`src/rtl/lwdm_pkg.sv`:
```
// ----------------------------------------------------------------------------
// lwdm_pkg
// Shared codes and types for the lock wait deadlock monitor.
// ----------------------------------------------------------------------------
package lwdm_pkg;

    // command codes
    localparam logic [2:0] CMD_ATTEMPT  = 3'd0;
    localparam logic [2:0] CMD_ACQUIRED = 3'd1;
    localparam logic [2:0] CMD_RELEASED = 3'd2;
    localparam logic [2:0] CMD_TICK     = 3'd3;
    localparam logic [2:0] CMD_CHECK    = 3'd4;

    // result kinds
    localparam logic [2:0] KIND_OK       = 3'd0;
    localparam logic [2:0] KIND_FULL     = 3'd1;
    localparam logic [2:0] KIND_NOMATCH  = 3'd2;
    localparam logic [2:0] KIND_NONE     = 3'd3;
    localparam logic [2:0] KIND_TIMEOUT  = 3'd4;
    localparam logic [2:0] KIND_CIRCULAR = 3'd5;
    localparam logic [2:0] KIND_DISABLED = 3'd6;

    // configuration register indexes
    localparam logic [1:0] REG_ENABLE   = 2'd0;
    localparam logic [1:0] REG_WATCHDOG = 2'd1;

    localparam logic [15:0] WATCHDOG_RESET = 16'd5000;

    // compare unit modes
    localparam logic [2:0] MODE_ACQ  = 3'd0; // same thread and lock, not held
    localparam logic [2:0] MODE_REL  = 3'd1; // same thread and lock, held
    localparam logic [2:0] MODE_TMO  = 3'd2; // not held, waited past limit
    localparam logic [2:0] MODE_WAIT = 3'd3; // not held, same thread
    localparam logic [2:0] MODE_OWN  = 3'd4; // held, same lock

    typedef struct packed {
        logic        hit;
        logic [31:0] elapsed;
    } t_match_res;

endpackage

```
`src/rtl/lwdm_table.sv`:
```
// ----------------------------------------------------------------------------
// lwdm_table
// Entry memory: one write port, one read port with registered read data.
// ----------------------------------------------------------------------------
module lwdm_table #(
    parameter int DEPTH = 16,
    parameter int WIDTH = 65
) (
    input  logic                     i_clk,
    input  logic                     i_we,
    input  logic [$clog2(DEPTH)-1:0] i_waddr,
    input  logic [WIDTH-1:0]         i_wdata,
    input  logic [$clog2(DEPTH)-1:0] i_raddr,
    output logic [WIDTH-1:0]         o_rdata
);

    logic [WIDTH-1:0] r_mem [DEPTH];
    logic [WIDTH-1:0] r_rdata;

    always_ff @(posedge i_clk) begin
        if (i_we) begin
            r_mem[i_waddr] <= i_wdata;
        end
        r_rdata <= r_mem[i_raddr];
    end

    assign o_rdata = r_rdata;

endmodule

```
`src/rtl/lwdm_match.sv`:
```
// ----------------------------------------------------------------------------
// lwdm_match
// Shared compare unit: tests one table entry against the current search.
// ----------------------------------------------------------------------------
module lwdm_match
    import lwdm_pkg::*;
#(
    parameter int THREAD_BITS = 8,
    parameter int LOCK_BITS   = 8
) (
    input  logic [2:0]             i_mode,
    input  logic [THREAD_BITS-1:0] i_key_thr,
    input  logic [LOCK_BITS-1:0]   i_key_lck,
    input  logic [31:0]            i_now,
    input  logic [THREAD_BITS-1:0] i_thr,
    input  logic [LOCK_BITS-1:0]   i_lck,
    input  logic [31:0]            i_start,
    input  logic [15:0]            i_lim,
    input  logic                   i_held,
    output t_match_res             o_res
);

    logic [31:0] elapsed;
    logic        thr_eq;
    logic        lck_eq;

    assign elapsed = i_now - i_start;
    assign thr_eq  = (i_thr == i_key_thr);
    assign lck_eq  = (i_lck == i_key_lck);

    always_comb begin
        o_res.elapsed = elapsed;
        case (i_mode)
            MODE_ACQ:  o_res.hit = thr_eq && lck_eq && !i_held;
            MODE_REL:  o_res.hit = thr_eq && lck_eq && i_held;
            MODE_TMO:  o_res.hit = !i_held && (elapsed > {16'd0, i_lim});
            MODE_WAIT: o_res.hit = thr_eq && !i_held;
            MODE_OWN:  o_res.hit = lck_eq && i_held;
            default:   o_res.hit = 1'b0;
        endcase
    end

endmodule

```
`src/rtl/lock_wait_deadlock_monitor_unit.sv`:
```
// ----------------------------------------------------------------------------
// lock_wait_deadlock_monitor_unit
// Lock wait table with watchdog timeout scan and two-thread circular wait check.
// ----------------------------------------------------------------------------
// Attempt, tick without scan and disabled commands finish in the decode state.
// Searches visit entries one at a time through the single table read port;
// release also moves each later entry down one place. A check walks the stored
// entries in an outer walk and runs up to four searches for each waiting one.
// One command at a time; busy stays high until the result strobe is loaded.
// Synchronous reset empties the table, clears clock and counters, enable=1.
// ----------------------------------------------------------------------------
module lock_wait_deadlock_monitor_unit
    import lwdm_pkg::*;
#(
    parameter int TABLE_ENTRIES = 16,
    parameter int THREAD_BITS   = 8,
    parameter int LOCK_BITS     = 8
) (
    input  logic        i_clk,
    input  logic        i_rst_n,
    input  logic        start,
    output logic        busy,
    input  logic        i_cfg_we,
    input  logic [1:0]  i_cfg_idx,
    input  logic [15:0] i_cfg_data,
    input  logic [2:0]  i_command,
    input  logic [7:0]  i_thread_id,
    input  logic [7:0]  i_lock_id,
    input  logic [15:0] i_max_wait_ms,
    output logic        o_done,
    output logic [2:0]  o_kind,
    output logic [7:0]  o_first_thread,
    output logic [7:0]  o_first_lock,
    output logic [7:0]  o_second_thread,
    output logic [7:0]  o_second_lock,
    output logic [31:0] o_wait_ms,
    output logic [31:0] o_detection_count
);

    localparam int IW = $clog2(TABLE_ENTRIES);
    localparam int CW = $clog2(TABLE_ENTRIES + 1);
    localparam int TB = THREAD_BITS;
    localparam int LB = LOCK_BITS;

    typedef struct packed {
        logic [TB-1:0] thr;
        logic [LB-1:0] lck;
        logic [31:0]   start;
        logic [15:0]   lim;
        logic          held;
    } t_entry;

    localparam int EW = $bits(t_entry);

    localparam logic [2:0] S_IDLE = 3'd0;
    localparam logic [2:0] S_DEC  = 3'd1;
    localparam logic [2:0] S_RD   = 3'd2;
    localparam logic [2:0] S_EV   = 3'd3;
    localparam logic [2:0] S_KRD  = 3'd4;
    localparam logic [2:0] S_KEV  = 3'd5;
    localparam logic [2:0] S_SHRD = 3'd6;
    localparam logic [2:0] S_SHWR = 3'd7;

    // search phases
    localparam logic [2:0] P_ACQ  = 3'd0;
    localparam logic [2:0] P_TMO  = 3'd1;
    localparam logic [2:0] P_NW   = 3'd2;
    localparam logic [2:0] P_OWN1 = 3'd3;
    localparam logic [2:0] P_WT2  = 3'd4;
    localparam logic [2:0] P_OWN2 = 3'd5;

    logic [2:0]    r_state, n_state;
    logic [2:0]    r_phase, n_phase;
    logic [2:0]    r_mode, n_mode;
    logic          r_up, n_up;
    logic [IW-1:0] r_idx, n_idx;
    logic [IW-1:0] r_k, n_k;
    logic [CW-1:0] r_count, n_count;
    logic [31:0]   r_now, n_now;
    logic [15:0]   r_beat, n_beat;
    logic [31:0]   r_det, n_det;
    logic          r_en, n_en;
    logic [15:0]   r_wdt, n_wdt;
    logic [2:0]    r_cmd, n_cmd;
    logic [TB-1:0] r_thr, n_thr;
    logic [LB-1:0] r_lck, n_lck;
    logic [15:0]   r_lim, n_lim;
    logic [TB-1:0] r_w, n_w;
    logic [LB-1:0] r_wl, n_wl;
    logic [TB-1:0] r_o, n_o;

    logic          r_done;
    logic [2:0]    r_kind;
    logic [7:0]    r_t1, r_l1, r_t2, r_l2;
    logic [31:0]   r_wait;

    logic          mem_we;
    logic [IW-1:0] mem_waddr;
    t_entry        mem_wdata;
    logic [IW-1:0] mem_raddr;
    t_entry        mem_rdata;
    t_match_res    mres;

    logic          f_en;
    logic [2:0]    f_kind;
    logic [7:0]    f_t1, f_l1, f_t2, f_l2;
    logic [31:0]   f_wait;

    logic          last;
    logic          k_more;
    logic          sh_more;
    logic [15:0]   half;
    logic [15:0]   beat_inc;

    lwdm_table #(
        .DEPTH (TABLE_ENTRIES),
        .WIDTH (EW)
    ) u_table (
        .i_clk   (i_clk),
        .i_we    (mem_we),
        .i_waddr (mem_waddr),
        .i_wdata (mem_wdata),
        .i_raddr (mem_raddr),
        .o_rdata (mem_rdata)
    );

    lwdm_match #(
        .THREAD_BITS (TB),
        .LOCK_BITS   (LB)
    ) u_match (
        .i_mode    (r_mode),
        .i_key_thr (r_thr),
        .i_key_lck (r_lck),
        .i_now     (r_now),
        .i_thr     (mem_rdata.thr),
        .i_lck     (mem_rdata.lck),
        .i_start   (mem_rdata.start),
        .i_lim     (mem_rdata.lim),
        .i_held    (mem_rdata.held),
        .o_res     (mres)
    );

    assign busy     = (r_state != S_IDLE);
    assign last     = r_up ? ((CW'(r_idx) + CW'(1)) == r_count) : (r_idx == '0);
    assign k_more   = (CW'(r_k) + CW'(1)) < r_count;
    assign sh_more  = (CW'(r_idx) + CW'(1)) < r_count;
    assign half     = (r_wdt[15:1] == 15'd0) ? 16'd1 : {1'b0, r_wdt[15:1]};
    assign beat_inc = r_beat + 16'd1;

    always_comb begin
        n_state = r_state;
        n_phase = r_phase;
        n_mode  = r_mode;
        n_up    = r_up;
        n_idx   = r_idx;
        n_k     = r_k;
        n_count = r_count;
        n_now   = r_now;
        n_beat  = r_beat;
        n_det   = r_det;
        n_en    = r_en;
        n_wdt   = r_wdt;
        n_cmd   = r_cmd;
        n_thr   = r_thr;
        n_lck   = r_lck;
        n_lim   = r_lim;
        n_w     = r_w;
        n_wl    = r_wl;
        n_o     = r_o;

        mem_we    = 1'b0;
        mem_waddr = r_idx;
        mem_wdata = mem_rdata;
        mem_raddr = r_idx;

        f_en   = 1'b0;
        f_kind = KIND_OK;
        f_t1   = '0;
        f_l1   = '0;
        f_t2   = '0;
        f_l2   = '0;
        f_wait = '0;

        if (i_cfg_we) begin
            case (i_cfg_idx)
                REG_ENABLE:   n_en  = i_cfg_data[0];
                REG_WATCHDOG: n_wdt = i_cfg_data;
                default:      ;
            endcase
        end

        case (r_state)
            S_IDLE: begin
                if (start) begin
                    n_cmd   = i_command;
                    n_thr   = TB'(i_thread_id);
                    n_lck   = LB'(i_lock_id);
                    n_lim   = i_max_wait_ms;
                    n_state = S_DEC;
                end
            end
            S_DEC: begin
                if (!r_en) begin
                    f_en   = 1'b1;
                    f_kind = KIND_DISABLED;
                end else begin
                    case (r_cmd)
                        CMD_ATTEMPT: begin
                            f_en = 1'b1;
                            if (r_count >= CW'(TABLE_ENTRIES)) begin
                                f_kind = KIND_FULL;
                            end else begin
                                mem_we          = 1'b1;
                                mem_waddr       = r_count[IW-1:0];
                                mem_wdata.thr   = r_thr;
                                mem_wdata.lck   = r_lck;
                                mem_wdata.start = r_now;
                                mem_wdata.lim   = r_lim;
                                mem_wdata.held  = 1'b0;
                                n_count         = r_count + CW'(1);
                            end
                        end
                        CMD_ACQUIRED, CMD_RELEASED: begin
                            if (r_count == '0) begin
                                f_en   = 1'b1;
                                f_kind = KIND_NOMATCH;
                            end else begin
                                n_phase = P_ACQ;
                                n_mode  = (r_cmd == CMD_RELEASED) ? MODE_REL : MODE_ACQ;
                                n_up    = 1'b0;
                                n_idx   = IW'(r_count - CW'(1));
                                n_state = S_RD;
                            end
                        end
                        CMD_TICK: begin
                            n_now = r_now + 32'd1;
                            if (beat_inc >= half) begin
                                n_beat = '0;
                                if (r_count == '0) begin
                                    f_en = 1'b1;
                                end else begin
                                    n_phase = P_TMO;
                                    n_mode  = MODE_TMO;
                                    n_up    = 1'b1;
                                    n_idx   = '0;
                                    n_state = S_RD;
                                end
                            end else begin
                                n_beat = beat_inc;
                                f_en   = 1'b1;
                            end
                        end
                        CMD_CHECK: begin
                            if (r_count == '0) begin
                                f_en   = 1'b1;
                                f_kind = KIND_NONE;
                            end else begin
                                n_phase = P_TMO;
                                n_mode  = MODE_TMO;
                                n_up    = 1'b1;
                                n_idx   = '0;
                                n_state = S_RD;
                            end
                        end
                        default: f_en = 1'b1;
                    endcase
                end
            end
            S_RD: begin
                n_state = S_EV;
            end
            S_EV: begin
                // step on by default; hit and end-of-table arms override
                n_idx   = r_up ? (r_idx + IW'(1)) : (r_idx - IW'(1));
                n_state = S_RD;
                case (r_phase)
                    P_ACQ: begin
                        if (mres.hit) begin
                            n_idx = r_idx;
                            if (r_cmd == CMD_ACQUIRED) begin
                                mem_we         = 1'b1;
                                mem_wdata.held = 1'b1;
                                f_en           = 1'b1;
                            end else begin
                                n_state = S_SHRD;
                            end
                        end else if (last) begin
                            f_en   = 1'b1;
                            f_kind = KIND_NOMATCH;
                        end
                    end
                    P_TMO: begin
                        if (mres.hit) begin
                            f_en   = 1'b1;
                            f_kind = KIND_TIMEOUT;
                            f_t1   = 8'(mem_rdata.thr);
                            f_l1   = 8'(mem_rdata.lck);
                            f_wait = mres.elapsed;
                            if (r_cmd == CMD_TICK) begin
                                n_det = r_det + 32'd1;
                            end
                        end else if (last) begin
                            if (r_cmd == CMD_TICK) begin
                                f_en = 1'b1;
                            end else begin
                                n_k     = '0;
                                n_state = S_KRD;
                            end
                        end
                    end
                    default: begin
                        // circular wait chain: NW, OWN1, WT2, OWN2
                        if (mres.hit && !(r_phase == P_NW && r_idx != r_k)
                                && !(r_phase == P_OWN2 && mem_rdata.thr != r_w)) begin
                            n_up  = 1'b0;
                            n_idx = IW'(r_count - CW'(1));
                            case (r_phase)
                                P_NW: begin
                                    n_phase = P_OWN1;
                                    n_mode  = MODE_OWN;
                                    n_lck   = r_wl;
                                end
                                P_OWN1: begin
                                    n_phase = P_WT2;
                                    n_mode  = MODE_WAIT;
                                    n_o     = mem_rdata.thr;
                                    n_thr   = mem_rdata.thr;
                                end
                                P_WT2: begin
                                    n_phase = P_OWN2;
                                    n_mode  = MODE_OWN;
                                    n_lck   = mem_rdata.lck;
                                end
                                default: begin
                                    f_en   = 1'b1;
                                    f_kind = KIND_CIRCULAR;
                                    f_t1   = 8'(r_w);
                                    f_l1   = 8'(r_wl);
                                    f_t2   = 8'(r_o);
                                    f_l2   = 8'(r_lck);
                                end
                            endcase
                        end else if (mres.hit || last) begin
                            if (k_more) begin
                                n_k     = r_k + IW'(1);
                                n_state = S_KRD;
                            end else begin
                                f_en   = 1'b1;
                                f_kind = KIND_NONE;
                            end
                        end
                    end
                endcase
            end
            S_KRD: begin
                mem_raddr = r_k;
                n_state   = S_KEV;
            end
            S_KEV: begin
                if (mem_rdata.held) begin
                    if (k_more) begin
                        n_k     = r_k + IW'(1);
                        n_state = S_KRD;
                    end else begin
                        f_en   = 1'b1;
                        f_kind = KIND_NONE;
                    end
                end else begin
                    n_w     = mem_rdata.thr;
                    n_wl    = mem_rdata.lck;
                    n_thr   = mem_rdata.thr;
                    n_phase = P_NW;
                    n_mode  = MODE_WAIT;
                    n_up    = 1'b0;
                    n_idx   = IW'(r_count - CW'(1));
                    n_state = S_RD;
                end
            end
            S_SHRD: begin
                // compaction: move entry idx+1 down to idx
                if (sh_more) begin
                    mem_raddr = r_idx + IW'(1);
                    n_state   = S_SHWR;
                end else begin
                    n_count = r_count - CW'(1);
                    f_en    = 1'b1;
                end
            end
            S_SHWR: begin
                mem_we  = 1'b1;
                n_idx   = r_idx + IW'(1);
                n_state = S_SHRD;
            end
            default: n_state = S_IDLE;
        endcase

        if (f_en) begin
            n_state = S_IDLE;
        end
    end

    always_ff @(posedge i_clk) begin
        if (!i_rst_n) begin
            r_state <= S_IDLE;
            r_count <= '0;
            r_now   <= '0;
            r_beat  <= '0;
            r_det   <= '0;
            r_en    <= 1'b1;
            r_wdt   <= WATCHDOG_RESET;
            r_done  <= 1'b0;
        end else begin
            r_state <= n_state;
            r_count <= n_count;
            r_now   <= n_now;
            r_beat  <= n_beat;
            r_det   <= n_det;
            r_en    <= n_en;
            r_wdt   <= n_wdt;
            r_done  <= f_en;
        end
    end

    always_ff @(posedge i_clk) begin
        r_phase <= n_phase;
        r_mode  <= n_mode;
        r_up    <= n_up;
        r_idx   <= n_idx;
        r_k     <= n_k;
        r_cmd   <= n_cmd;
        r_thr   <= n_thr;
        r_lck   <= n_lck;
        r_lim   <= n_lim;
        r_w     <= n_w;
        r_wl    <= n_wl;
        r_o     <= n_o;
        if (f_en) begin
            r_kind <= f_kind;
            r_t1   <= f_t1;
            r_l1   <= f_l1;
            r_t2   <= f_t2;
            r_l2   <= f_l2;
            r_wait <= f_wait;
        end
    end

    assign o_done            = r_done;
    assign o_kind            = r_kind;
    assign o_first_thread    = r_t1;
    assign o_first_lock      = r_l1;
    assign o_second_thread   = r_t2;
    assign o_second_lock     = r_l2;
    assign o_wait_ms         = r_wait;
    assign o_detection_count = r_det;

    a_done_idle: assert property (@(posedge i_clk) disable iff (!i_rst_n)
        o_done |-> !busy)
        else $error("result strobe while busy");

    a_count_bound: assert property (@(posedge i_clk) disable iff (!i_rst_n)
        r_count <= CW'(TABLE_ENTRIES))
        else $error("entry count beyond table size");

    a_accept_busy: assert property (@(posedge i_clk) disable iff (!i_rst_n)
        (start && !busy) |=> (busy && !o_done))
        else $error("accepted command did not make the unit busy");

    a_det_step: assert property (@(posedge i_clk) disable iff (!i_rst_n)
        (r_det != $past(r_det)) |-> (o_kind == KIND_TIMEOUT || !o_done))
        else $error("detection count changed without timeout");

endmodule

```
`config.mk`:
```
export PLATFORM = sky130hd
export DESIGN_NAME = lock_wait_deadlock_monitor_unit
export DESIGN_NICKNAME = d
export VERILOG_FILES = /design/src/rtl/lwdm_pkg.sv /design/src/rtl/lwdm_table.sv /design/src/rtl/lwdm_match.sv /design/src/rtl/lock_wait_deadlock_monitor_unit.sv
export SDC_FILE = /design/constraint.sdc
export NUM_CORES = 2
export LEC_CHECK = 0
export BUFFER_PORTS_ARGS = -buffer_cell sky130_fd_sc_hd__buf_4
export CAP_MARGIN = 5
export CORE_MARGIN = 3
export CORE_UTILIZATION = 40
export DETAILED_ROUTE_END_ITERATION = 8
export SLEW_MARGIN = 25
export SYNTH_ARGS = -nofsm -noshare
export SYNTH_HDL_FRONTEND = slang
export SYNTH_SLANG_ARGS = --single-unit
export TNS_END_PERCENT = 100
```
`constraint.sdc`:
```
create_clock -name i_clk -period 8.4 [get_ports i_clk]
set_input_delay 2.1 -clock i_clk [delete_from_list [all_inputs] [get_ports i_clk]]
set_output_delay 2.1 -clock i_clk [all_outputs]
set_load 0.05 [all_outputs]
```
; Word-level counts from Yosys, hierarchy flattened
; Memory sizes are Yosys's and may differ from the RTL's. A register that Yosys moved wholly into a read port is not among the register bits.
; Cells that the tools add are included.
[classes]
n_addsub = 11
magnitude_cmp = 5
eq_ne = 52
mux = 151
n_bitwise = 5
n_reduce_logical = 53
[op_table]
columns = op, count
row1 = 2-to-1 mux 65 bit, 3
row2 = 2-to-1 mux 8 bit, 14
row3 = 2-to-1 mux 3 bit, 33
row4 = 2-to-1 mux 4 bit, 20
row5 = adder 32 x 1 -> 32 bit (second input constant), 2
row6 = 2-to-1 mux 64 bit, 1
row7 = case mux 8 bit (2 select lines), 4
row8 = case mux 3 bit (3 select lines), 6
row9 = 2-to-1 mux 1 bit, 35
row10 = > comparator 32 x 16 -> 1 bit, 1
row11 = case mux 4 bit (2 select lines), 4
row12 = subtractor 32 bit, 1
row13 = == test 3 x 2 -> 1 bit (second input constant), 8
row14 = == test 3 bit (second input constant), 8
row15 = != test 3 bit (second input constant), 8
row16 = case mux 3 bit (2 select lines), 4
row17 = case mux 3 bit (8 select lines), 1
row18 = case mux 8 bit (3 select lines), 1
row19 = 2-to-1 mux 5 bit, 4
row20 = != test 2 bit (second input constant), 9
row21 = AND reduction 9 bit, 2
row22 = adder 16 x 1 -> 16 bit (second input constant), 1
row23 = == test 8 bit, 2
row24 = greater-or-equal comparator 16 x 15 -> 1 bit, 1
row25 = 48 further kinds, 104
[word_totals]
ff_bits = 247
ram_bits = 1040
in_bits = 57
output_inout_bits = 101
wordCells = 304
n_memories = 1
[memory_table]
columns = memory, words, width, read_ports, rd_clocked_by_memory_dff, wr, line
row1 = u_table.r_mem, 16, 65, 1, 1, 1, lwdm_table.sv:17  ; logic [WIDTH-1:0] r_mem [DEPTH];

; Logic depth before layout (Yosys ltp)
[logic_depth]
word_depth = 10
depth_mapped = 24
mapped_depth_nobuf = 21

; By module
; Synthesis repeated with hierarchy kept, for this count alone.
[hier_totals]
cells_unflattened = 3318
hier_area_um2 = 55748.5
[by_module_without_submodules]
columns = module, instances, cells_per_inst, area_per_inst_um2, seq_area_each_um2
row1 = lwdm_table, 1, 1673, 40239.8, 32531.2
row2 = lock_wait_deadlock_monitor_unit, 1, 1236, 12717.2, 6336.1
row3 = lwdm_match, 1, 409, 2791.4, 0.0

; Worst setup path after synthesis
; No wires, ideal clock.
[synth_timing]
path_kind = reg2reg
start = register r_now[0]
end = memory u_table.r_mem[14][0] (enable)
setup_time_ns = 0.568
arrival_time_ns = 8.040
t_required_ns = 7.832
path_slack_ns = -0.208
stages_incl_launch_ff = 20
path_buffers = 1
synth_period_minus_slack_ns = 8.608
cell_sequence = dfxtp_1 > inv_1 > ha_1 > fa_1 > nand2b_1 > a21oi_2 > o31a_4 > a41oi_2 > xnor2_1 > ha_1 > nand4_1 > o41ai_1 > o21ai_0 > o2111ai_1 > nor4_2 > nand4_2 > and4_1 > clkbuf_1 > a211oi_1 > nor3_1
[synth_lines]
columns = item, line
row1 = start: declaration, lock_wait_deadlock_monitor_unit.sv:79  ; logic [31:0] r_now, n_now;
row2 = start signal: assignment, lock_wait_deadlock_monitor_unit.sv:415  ; r_now <= n_now;
row3 = end: declaration, lwdm_table.sv:17

==> flow_metrics.env <==
export IMPL_finalInstanceArea_mm2=0.0667
export IMPL_viasPerCell=5.35
export IMPL_hold_class="flip-flop to flip-flop"
export IMPL_ctsResizeCount=0
export IMPL_swShare_pct=27.4
export IMPL_clock_sinks=1351
export IMPL_syn_avg_cell_area_um2=14.8
export IMPL_ant_nets=0
export IMPL_layout_common_cells="1181 x edfxtp_1, 1002 x mux2i_1, 240 x buf_4"
export IMPL_power_share_combinational_pct=17.8
export IMPL_hold_worst_slack_ps=464
export IMPL_area_delta_synth_final_pct=14.5
export IMPL_cts_buffer_depth=3
export IMPL_io_pins=158
export IMPL_fin_util_pct=46.3
export IMPL_die_w_um=387
export IMPL_critical_path_max_fanout=44
export IMPL_synthCells=3922
export IMPL_drive_gt1_share_pct=12.9
export IMPL_internal_power_mw=12.6
export IMPL_clockPowerShare_pct=35.0
export IMPL_cts_tree="built"
export IMPL_grt_util_all_layers_pct=18.3
export IMPL_grt_pass1_wl_um=210000
export IMPL_hpwl_um=84200
export IMPL_crit_required_ps=8770
export IMPL_port_buffers=157
export IMPL_grt_max_degree=138
export IMPL_hold_buffers=0
export IMPL_placed_area_mm2=0.0620
export IMPL_rsz0062_at_grt="no"
export IMPL_seqPwrFrac_pct=47.2
export IMPL_clk_pin_slew_ps=60
export IMPL_grt_pass1_vias=32500
export IMPL_critical_path_class="flip-flop to flip-flop"
export IMPL_period_share_pct=83.5
export IMPL_worstSetupStartpointType="flip-flop"
export IMPL_p_leak_nw=25.0
export IMPL_antenna_found_initial=4
export IMPL_ys_types=92
export IMPL_synth_warnings=0
export IMPL_ys_ff_latch=1351
export IMPL_period_needed_ps=7020
export IMPL_routed_wl_um=140000
export IMPL_synth_top_area_share_pct=60.9
export IMPL_slew_headroom_pct=23.1
export IMPL_vias=32900
export IMPL_initial_core_util_pct=40.4
export IMPL_synth_top_family_by_area="multiplexers"
export IMPL_synthTopCellsByArea="edfxtp_1 61%, mux2i_1 17%, dfxtp_1 5.8%"
export IMPL_gp_congestion=0.870
export IMPL_async_reset_ff_share_pct=0
export IMPL_coreArea_mm2=0.144
export IMPL_arrival_ps=7390
export IMPL_h_tree_depth=4
export IMPL_synth_compound_area_share_pct=4.40
export IMPL_gr_total_overflow=0
export IMPL_synthAdderAreaFrac_pct=1.75
export IMPL_ir_drop_uv=156
export IMPL_drv_cap=0
export IMPL_yosysSeqAreaShare_pct=66.8
export IMPL_drc_errors=0
export IMPL_worst_pin_slew_ps=1150
export IMPL_cts_root_buf="clkbuf_16"
export IMPL_multi_input_area_mm2=0.0185
export IMPL_status="completed"
export IMPL_syn_num_nets=4060
export IMPL_diodes=0
export IMPL_cts_setup_buffers=0
export IMPL_wl_per_cell_um=22.8
export IMPL_max_freq_mhz=142
export IMPL_cts_buffers=143
export IMPL_hold_viol=0
export IMPL_synth_xor_area_share_pct=1.85
export IMPL_critPathCaptureType="flip-flop"
export IMPL_dominantRegCellSynth="edfxtp_1"
export IMPL_dr_pass1_iters=5
export IMPL_synth_mux_area_share_pct=17.4
export IMPL_synthSimpleGateAreaFrac_pct=5.82
export IMPL_setup_violations=0
export IMPL_final_common_cell="edfxtp_1"
export IMPL_rows=139
export IMPL_drtIter0Drc=2539
export IMPL_powerDensity_mw_per_mm2=261
export IMPL_nets=4260
export IMPL_clock_skew_ps=30.2
export IMPL_insertion_delay_ps=760
export IMPL_die_y_um=387
export IMPL_p_switching_mw=4.77
export IMPL_slew_viol_final=0
export IMPL_synth_area_leader_cell="edfxtp_1"
export IMPL_fp_dieArea_mm2=0.150
export IMPL_synth_area_mm2=0.0582
export IMPL_regArea_mm2=0.0389
export IMPL_synth_edf_count=1181
export IMPL_fill_cells=12600
==> area by class of cell <==
cell class	instances	area share, %
clock buffer	209	6.17
tap	1903	3.57
multi-input combinational	2281	27.7
sequential	1351	58.3
timing repair buffer	251	3.06
inverter	94	0.529
clock inverter	53	0.633
==> registers in the layout, indices dropped and copies added, names as in the netlist, 15 cells and up <==
register and count:
u_table.r_mem 1040, r_now 32, r_beat 16, u_table.o_rdata 65, o_wait_ms 32, r_wdt 15
o_detection_count 32, r_lim 16
==> through the flow <==
| step | setup TNS, ps | power [mW] | setup slack [ps] | std cells |
|---|---|---|---|---|
| 2_1_floorplan | -50820 | 10.3 | -208 | 3922 |
| 3_3_place_gp | 0 | 11.4 | 1680 | 5877 |
| 3_5_place_dp | 0 | 11.4 | 1520 | 5878 |
| 4_1_cts | 0 | 17.6 | 1480 | 6140 |
| 5_1_grt | 0 | 18.1 | 1000 | 6142 |
| 6_report | 0 | 17.4 | 1380 | 6142 |
==> cells in the mapped netlist, types with 6 or more instances <==
library cell	number
nand2b_1	24
clkbuf_1	110
a31oi_1	11
or4_1	8
a32o_1	15
nand4_1	35
mux2i_1	1002
edfxtp_1	1181
a21o_1	18
and3_1	25
dfxtp_1	170
o41ai_1	7
buf_2	31
o31ai_1	6
and2_1	47
nor3_1	33
a211oi_1	13
nand3_1	51
buf_1	49
inv_1	93
o21ai_1	9
and4_1	10
ha_1	80
o211ai_1	14
xor2_1	57
or3_1	16
mux2_2	10
a21oi_1	84
nand2_1	230
nand3b_1	6
o21a_1	12
xnor2_1	66
nor2_1	146
o21ai_0	92
o21bai_1	7
a22o_1	16
nor2b_1	14
nor4_1	22
==> path summary, 6_finish.rpt <==
path                                to     start  cells past startpoint  slack, ps
hold / removal                r_wdt[1]  r_wdt[1]                      2        460
hold reg to reg               r_wdt[1]  r_wdt[1]                      2        460
setup / recovery  u_table.r_mem[9][53]  r_now[0]                     21       1380
setup reg to reg  u_table.r_mem[9][53]  r_now[0]                     21       1380
==> worst max-delay path: stages (launching register included) <==
cell,delay (ps)
dfxtp_1,390
inv_1,80
ha_1,230
fa_1,400
nand2b_1,190
a21oi_2,240
o2111a_1,360
nor2_1,90
xnor2_1,260
ha_1,320
a21oi_1,130
nand2_1,70
a21oi_1,140
o21ai_0,90
o21ai_0,430
o2111ai_1,220
nor4_2,370
nand4_2,440
and4_1,450
a31oi_1,780
nor2_4,370
buf_4,510
==> per-layer routing <==
layer	part of all wire, %	track usage [%]	wire length (µm)	vias to the layer above
met2	46	28.7	64000	824
li1	-	-	-	15300
met5	0.0093	0	13	-
met3	5.0	2.97	6980	186
met4	2.0	4.86	2820	2
met1	47	26.6	66400	16600
==> power by group through the flow <==
| stage | registers, mW | clock network [mW] | logic, mW |
|---|---|---|---|
| floorplan | 8.44 | 0 | 1.88 |
| global placement | 8.35 | 0 | 3.04 |
| detailed placement | 8.35 | 0 | 3.09 |
| CTS | 8.21 | 6.24 | 3.10 |
| global route | 8.23 | 6.50 | 3.34 |
| finish | 8.21 | 6.10 | 3.09 |
==> kinds of logic (layout without fill, tap and decap cells) <==
group | count (synthesis) | after routing
DFF | 1351 | 1351
muxes | 1012 | 1012
and+or+nand+nor | 692 | 692
AOI/OAI and AO/OA | 373 | 373
buffers and inverters | 290 | 607
xor gates and xnor gates | 123 | 123
adders and majority gates | 81 | 81
(Power assumes the default switching activity.)
